<file path="src/sv/tcw_pkg.sv">
// shared constants, codes and control types of the text console writer
`timescale 1ns / 1ps
`default_nettype none

package tcw_pkg;

    // default frame geometry
    localparam int DEF_COLUMNS = 80;
    localparam int DEF_ROWS    = 25;

    // stream widths
    localparam int IN_DATA_W  = 24;
    localparam int OUT_DATA_W = 32;

    // character handling
    localparam logic [7:0] LINE_FEED = 8'h0A;
    localparam logic [7:0] MAX_CODE  = 8'd127;
    localparam logic [3:0] TEXT_FG   = 4'h7;
    localparam logic [3:0] TEXT_BG   = 4'h0;

    // frame store write source
    localparam logic [2:0] WR_NONE  = 3'd0;
    localparam logic [2:0] WR_CLEAR = 3'd1;
    localparam logic [2:0] WR_COPY  = 3'd2;
    localparam logic [2:0] WR_ZERO  = 3'd3;
    localparam logic [2:0] WR_CHAR  = 3'd4;

    // frame store read source
    localparam logic [1:0] RD_NONE = 2'd0;
    localparam logic [1:0] RD_CELL = 2'd1;
    localparam logic [1:0] RD_COPY = 2'd2;

    typedef struct packed {
        logic       accept;      // take the incoming item
        logic [2:0] wr_sel;
        logic [1:0] rd_sel;
        logic       copy_init;   // sweep starts at the second row
        logic       zero_init;   // sweep starts at the bottom row
        logic       sweep_step;
        logic       load_out;    // result goes into the output register
    } tcw_cmd_t;

    typedef struct packed {
        logic in_read;
        logic in_print;
        logic in_scroll;
        logic sweep_last;
        logic out_free;
    } tcw_sts_t;

endpackage

`default_nettype wire

</file>
<file path="src/sv/tcw_ctrl.sv">
// controller state machine of the text console writer
`timescale 1ns / 1ps
`default_nettype none

module tcw_ctrl (
    input  wire logic              clk,
    input  wire logic              rst_n,
    input  wire logic              s_tvalid,
    output logic                   s_tready,
    input  wire tcw_pkg::tcw_sts_t sts,
    output tcw_pkg::tcw_cmd_t      cmd
);

    import tcw_pkg::*;

    localparam logic [2:0] ST_CLEAR = 3'd0;
    localparam logic [2:0] ST_IDLE  = 3'd1;
    localparam logic [2:0] ST_COPY  = 3'd2;
    localparam logic [2:0] ST_DRAIN = 3'd3;
    localparam logic [2:0] ST_ZERO  = 3'd4;
    localparam logic [2:0] ST_DONE  = 3'd5;

    logic [2:0] state_reg;
    logic [2:0] state_next;

    always_ff @(posedge clk or negedge rst_n)
    begin
        if (!rst_n)
        begin
            state_reg <= ST_CLEAR;
        end
        else
        begin
            state_reg <= state_next;
        end
    end

    assign s_tready = (state_reg == ST_IDLE);

    always_comb
    begin
        state_next = state_reg;
        cmd        = '0;
        case (state_reg)
            ST_CLEAR:
            begin
                cmd.wr_sel     = WR_CLEAR;
                cmd.sweep_step = 1'b1;
                if (sts.sweep_last)
                begin
                    state_next = ST_IDLE;
                end
            end
            ST_IDLE:
            begin
                if (s_tvalid)
                begin
                    cmd.accept = 1'b1;
                    if (sts.in_print)
                    begin
                        cmd.wr_sel = WR_CHAR;
                    end
                    if (sts.in_read)
                    begin
                        cmd.rd_sel = RD_CELL;
                    end
                    if (sts.in_scroll)
                    begin
                        cmd.copy_init = 1'b1;
                        state_next    = ST_COPY;
                    end
                    else
                    begin
                        state_next = ST_DONE;
                    end
                end
            end
            ST_COPY:
            begin
                cmd.rd_sel     = RD_COPY;
                cmd.wr_sel     = WR_COPY;
                cmd.sweep_step = 1'b1;
                if (sts.sweep_last)
                begin
                    state_next = ST_DRAIN;
                end
            end
            ST_DRAIN:
            begin
                // last copied cell lands here
                cmd.wr_sel    = WR_COPY;
                cmd.zero_init = 1'b1;
                state_next    = ST_ZERO;
            end
            ST_ZERO:
            begin
                cmd.wr_sel     = WR_ZERO;
                cmd.sweep_step = 1'b1;
                if (sts.sweep_last)
                begin
                    state_next = ST_DONE;
                end
            end
            ST_DONE:
            begin
                if (sts.out_free)
                begin
                    cmd.load_out = 1'b1;
                    state_next   = ST_IDLE;
                end
            end
            default:
            begin
                state_next = ST_CLEAR;
            end
        endcase
    end

endmodule

`default_nettype wire

</file>
<file path="config.mk">
export PLATFORM = sky130hd
export DESIGN_NAME = tcw_ctrl
export DESIGN_NICKNAME = d
export VERILOG_FILES = /design/src/sv/tcw_pkg.sv /design/src/sv/tcw_ctrl.sv
export SDC_FILE = /design/constraint.sdc
export NUM_CORES = 1
export LEC_CHECK = 0
export ABC_AREA = 1
export CAP_MARGIN = 20
export CORE_AREA = 5 5 42 44
export DETAILED_ROUTE_END_ITERATION = 10
export DIE_AREA = 0 0 47 49
export DONT_BUFFER_PORTS = 1
export PLACE_DENSITY = 0.39
export SYNTH_ARGS = -nofsm -noshare
export SYNTH_HDL_FRONTEND = slang
export SYNTH_SLANG_ARGS = --single-unit
</file>
<file path="constraint.sdc">
create_clock -name clk -period 1.5 [get_ports clk]
set_input_delay 0.3 -clock clk [delete_from_list [all_inputs] [get_ports clk]]
set_output_delay 0.3 -clock clk [all_outputs]
set_load 0.005 [all_outputs]
</file>
==> impl_metrics.ini, run 1 <==
[setup_path]
crit_arrival_ns = 1.13
cp.required_ns = 1.20
crit_fanout = 4
crit_path_end_kind = output pin
critical_path_class = reg2out
startpoint_type = register

[global_route]
antenna_found_initial = 0
gr-usage-all-layers_pct = 7.622
grt_pass1_wl_microns = 1283
grt_pass1_vias = 311
grt_max_degree = 9
overflow = 0

[timing]
fmax_mhz = 699.1
period_needed_ns = 1.430
rsz0062_at_grt = yes
worstMarginPinSlew_ns = 0.3184
finalSetupViolCount = 0
whs_ns = 0.2423
hold_violations = 0
period_share_pct = 95.36
finalMaxSlewViolations = 0
fin_tns_setup_ns = 0
setup_ws_ns = 0.06957
finClkSkew_ns = 0.0008246
max_slew_margin_pct = 78.58

[final_layout]
drive_above_1_share_pct = 26.79
final_area_sq_um = 366.6
syn_to_final_growth_pct = 25.21
n_antenna_cell = 0
largest_reg_flops = 3
fin_nets = 65

[clocking]
htreeDepth = 1
clk_path_buf_depth = 2
clock_latency_ns = 0.23
clkTransAtPathRegs_ns = 0.04
cts-root-buf = clkbuf_4
cts_made_buffers = 3
cts_tree = yes
cts_sinks = 3

[die]
core_sq_mm = 0.001401
num_io_pins = 19
die_h_microns = 49
start_util_pct = 20.89
dieArea_sq_mm = 0.002303
rows = 14
die_w_microns = 47

[drt]
drtIter0Drc = 0
vias = 306
via_per_inst = 4.250
finalWirelength_microns = 805
wl_per_cell_microns = 11.18
drc = 0
dr.pass1.iters = 1
ant_nets = 0

[power_and_ir_drop]
p_clk_share_pct = 18.1
p_leak_uw = 0.0002108
sw_frac_of_total_pct = 49.26
vdd_drop_max_mv = 0.7320
netSwitchingPower_uw = 373.7
internal_power_uw = 385.0
seq_power_share_pct = 24.6
p_comb_share_pct = 57.3
powerDensity_mw_per_mm2 = 2070

[synthesis]
synthCells = 50
yosysWarnings = 0
ys_ff_latch = 3
synth_top_cell_by_area = dfrtp_1
syn_avg_cell_area_sq_um = 5.856
ys_types = 15
yosysTopAreaCellShare_pct = 25.64
ys_seq_area_share_pct = 25.64
syn_area_sq_um = 292.8
syn-num-nets = 58
netlist_top_cells_area = dfrtp_1, nand2_1, inv_1

[flow_run]
cap_violations = 0

[placed_design]
place_area_sq_um = 301.5
dp_slack_ns = 0.1724
gp_congestion = 0.6792
io_buffer_count = 0
dp_hpwl_microns = 650.3

[min_path]
hp-class = in2reg

[run_status]
status = completed
logic make-up after synthesis:
group	synth area share, %
simple gates	42.74
buf+inv	20.51
compound gates	11.11
flops	25.64
routing by layer:
layer,global-route usage (%),share of wire [%],vias up
li1,-,-,164
met1,8.407,42,130
met2,11.99,48,12
met3,2.952,9.6,0
met4,4.147,0,0
met5,0,0,-
cell usage in the layout, fill, tap and decap left out, types with 3 or more instances in the layout:
cell type	instances
dfrtp_2	3
clkbuf_4	3
inv_1	11
o21ai_0	4
nand2_1	12
nor2_1	5
nand4_1	3
repair_timing:
action | in CTS | in global routing
endpoints found under the setup margin | 3 | 3
hold buffers | 1 | 0
setup buffers | 2 | 0
resized for setup | 2 | 4
hold endpoints to repair | 3 | 0
final timing paths:
kind,cells past startpoint,startpoint,endpoint,slack [ns]
min reg2reg,5,state_reg[2],state_reg[2],0.68
max reg2reg,4,state_reg[2],state_reg[0],0.25
max in group asynchronous,1,rst_n,state_reg[2],1.01
min,3,sts[1],state_reg[1],0.24
min in group asynchronous,1,rst_n,state_reg[1],0.33
max,5,state_reg[2],cmd[8],0.07
critical path, cell delays in order (launching register included):
cell	delay [ns]
dfrtp_2	0.42
nor2_4	0.14
inv_2	0.06
nor2_4	0.10
nand2_2	0.08
nor2_2	0.10
layout make-up:
cell class,count,area [sq um]
clock buffers,4,26.28
flip-flops and latches,3,78.83
well taps,16,20.02
repair buffers,3,25.02
fillers,177,1035
inverters,13,48.80
multi-input cells,33,167.7
cell usage after synthesis, drive strengths merged:
cell type,instances
nor4,1
o21ai,4
nor2,9
buf,1
a21o,1
inv,13
nand3,1
dfrtp,3
nand2,13
nand4,3
a21oi,1
through the flow:
step / std cells / util, % / total power (uW)
after floorplan: 50 / - / 501.8
after global placement: 65 / 21.52 / 560.0
after detailed placement: 65 / 21.52 / 555.6
after CTS: 72 / 25.36 / 746.6
after global routing: 72 / 26.16 / 847.3
final: 72 / 26.16 / 758.8
power groups by stage:
stage	clock (uW)	combinational (uW)	sequential [uW]
5_1_grt	156	501	191
6_report	137	435	186
2_1_floorplan	0	342	160
3_3_place_gp	0	360	200
4_1_cts	144	423	179
3_5_place_dp	0	357	199
Power figures use the tool's default switching activity.
==> run 2, diff against run 1 <==
CORE_AREA = 2 2 39 41   (was 5 5 42 44)
CTS_BUF_LIST = sky130_fd_sc_hd__clkbuf_8 sky130_fd_sc_hd__clkbuf_16   (was not set)
DIE_AREA = 0 0 41 43   (was 0 0 47 49)
==> run 2 against run 1 <==
Effect of this change:
- worst setup slack improved by 0.020 ns
- final area increased by 6.8%
- global-route usage increased by 1.9 points
- power increased by 14%
==> impl_metrics.ini, run 2 (synthesis gave the netlist of run 1 again) <==
[final_layout]
fin_util_pct = 28.30
drive_above_1_share_pct = 26.32
n_antenna_cell = 0
largest_reg_flops = 3
fin_nets = 66
final_cell_mix = inv_1, nand2_1, nor2_1
syn_to_final_growth_pct = 33.76
fillers = 162

[global_route]
grt_pass1_wl_microns = 1090
antenna_found_initial = 0
grt_max_degree = 9
gr-usage-all-layers_pct = 9.548
grt_pass1_vias = 280
overflow = 0

[timing]
rsz0062_at_grt = yes
period_share_pct = 94.03
finalMaxSlewViolations = 0
finalSetupViolCount = 0
hold_violations = 0
fin_tns_setup_ns = 0
worstMarginPinSlew_ns = 0.3263
setup_ws_ns = 0.08948
max_slew_margin_pct = 78.05
period_needed_ns = 1.411
finClkSkew_ns = 0.002599
fmax_mhz = 709.0

[placed_design]
dp_hpwl_microns = 563.8
io_buffer_count = 0
dp_slack_ns = 0.1870
gp_congestion = 0.6342

[setup_path]
crit_fanout = 7
crit_path_end_kind = output pin
crit_chain = nor2_1 -> nand2_1 -> o21ai_0
cp.required_ns = 1.20
worst_path_largest_cell_delay_ns = 0.45
crit_arrival_ns = 1.11
slowest_stage = dfrtp_2
critical_path_class = reg2out
startpoint_type = register

[clocking]
clk_path_buf_depth = 2
cts-root-buf = clkbuf_8
cts_made_buffers = 3
cts_sinks = 3
clock_latency_ns = 0.22
clkTransAtPathRegs_ns = 0.03
htreeDepth = 1
cts_tree = yes

[power_and_ir_drop]
total_power_uw = 862.9
powerDensity_mw_per_mm2 = 2203
vdd_drop_max_mv = 0.7571
p_leak_uw = 0.0002282

[flow_run]
cap_violations = 0

[die]
num_io_pins = 19
start_util_pct = 21.16
core_sq_mm = 0.001384
die_w_microns = 41
rows = 14
dieArea_sq_mm = 0.001763
die_h_microns = 43

[drt]
drtIter0Drc = 5
via_per_inst = 4.370
dr.pass1.iters = 2
drc = 0
ant_nets = 0
wl_per_cell_microns = 9.740
vias = 319
finalWirelength_microns = 711

[min_path]
hp-class = in2reg

[run_status]
status = completed
==> run 2: layer usage <==
layer | vias to the layer above | global-route usage (%) | share of wire, %
met1 | 134 | 10.65 | 41
li1 | 167 | - | -
met2 | 16 | 13.75 | 46
met5 | - | 0 | 0
met4 | 0 | 8.000 | 3.5
met3 | 2 | 3.141 | 9.1
==> run 2: through the flow <==
| step | hold slack [ns] | std cells | area [sq um] |
|---|---|---|---|
| global route | 0.2665 | 73 | 391.6 |
| CTS | 0.2532 | 72 | 372.9 |
| detailed placement | 0.004485 | 65 | 301.5 |
| global placement | 0.004470 | 65 | 301.5 |
| floorplan | 0.004409 | 50 | 292.8 |
| finish | 0.2524 | 73 | 391.6 |
==> run 2: final cells by class <==
cell class                      instances  area (sq um)  share of cell area (%)
Clock inverter                          1         3.754                  0.9585
Tap cell                               16         20.02                   5.112
Sequential cell                         3         77.57                   19.81
Multi-Input combinational cell         33         167.7                   42.81
Timing Repair Buffer                    4         32.53                   8.307
Inverter                               13         48.80                   12.46
Clock buffer                            3         41.29                   10.54
==> run 2: worst paths after layout <==
check	startpoint	end	slack, ns	cells after the start
hold / removal	sts[1]	state_reg[1]	0.25	3
min in group asynchronous	rst_n	state_reg[1]	0.33	1
setup reg to reg	state_reg[2]	state_reg[0]	0.22	4
setup / recovery	state_reg[1]	cmd[7]	0.09	3
hold reg to reg	state_reg[1]	state_reg[1]	0.75	4
max in group asynchronous	rst_n	state_reg[2]	1.01	1
==> run 2: report_power, final <==
group          internal (uW)  switching (uW)
registers                125            55.2
logic                    177             275
clock network            174            55.2
total                    477             386
==> run 2: what timing repair did <==
action,in CTS,in global routing
setup endpoints to repair,2,4
endpoints found under the hold margin,3,0
gates resized for setup,1,4
setup buffers,2,1
hold buffers,1,0
pin swaps,0,1
==> run 2: worst max-delay path, delay by kind of cell, from the launching register on <==
family,cells,cell delay [ns]
compound gates,1,0.13
simple gates,2,0.31
flops,1,0.45
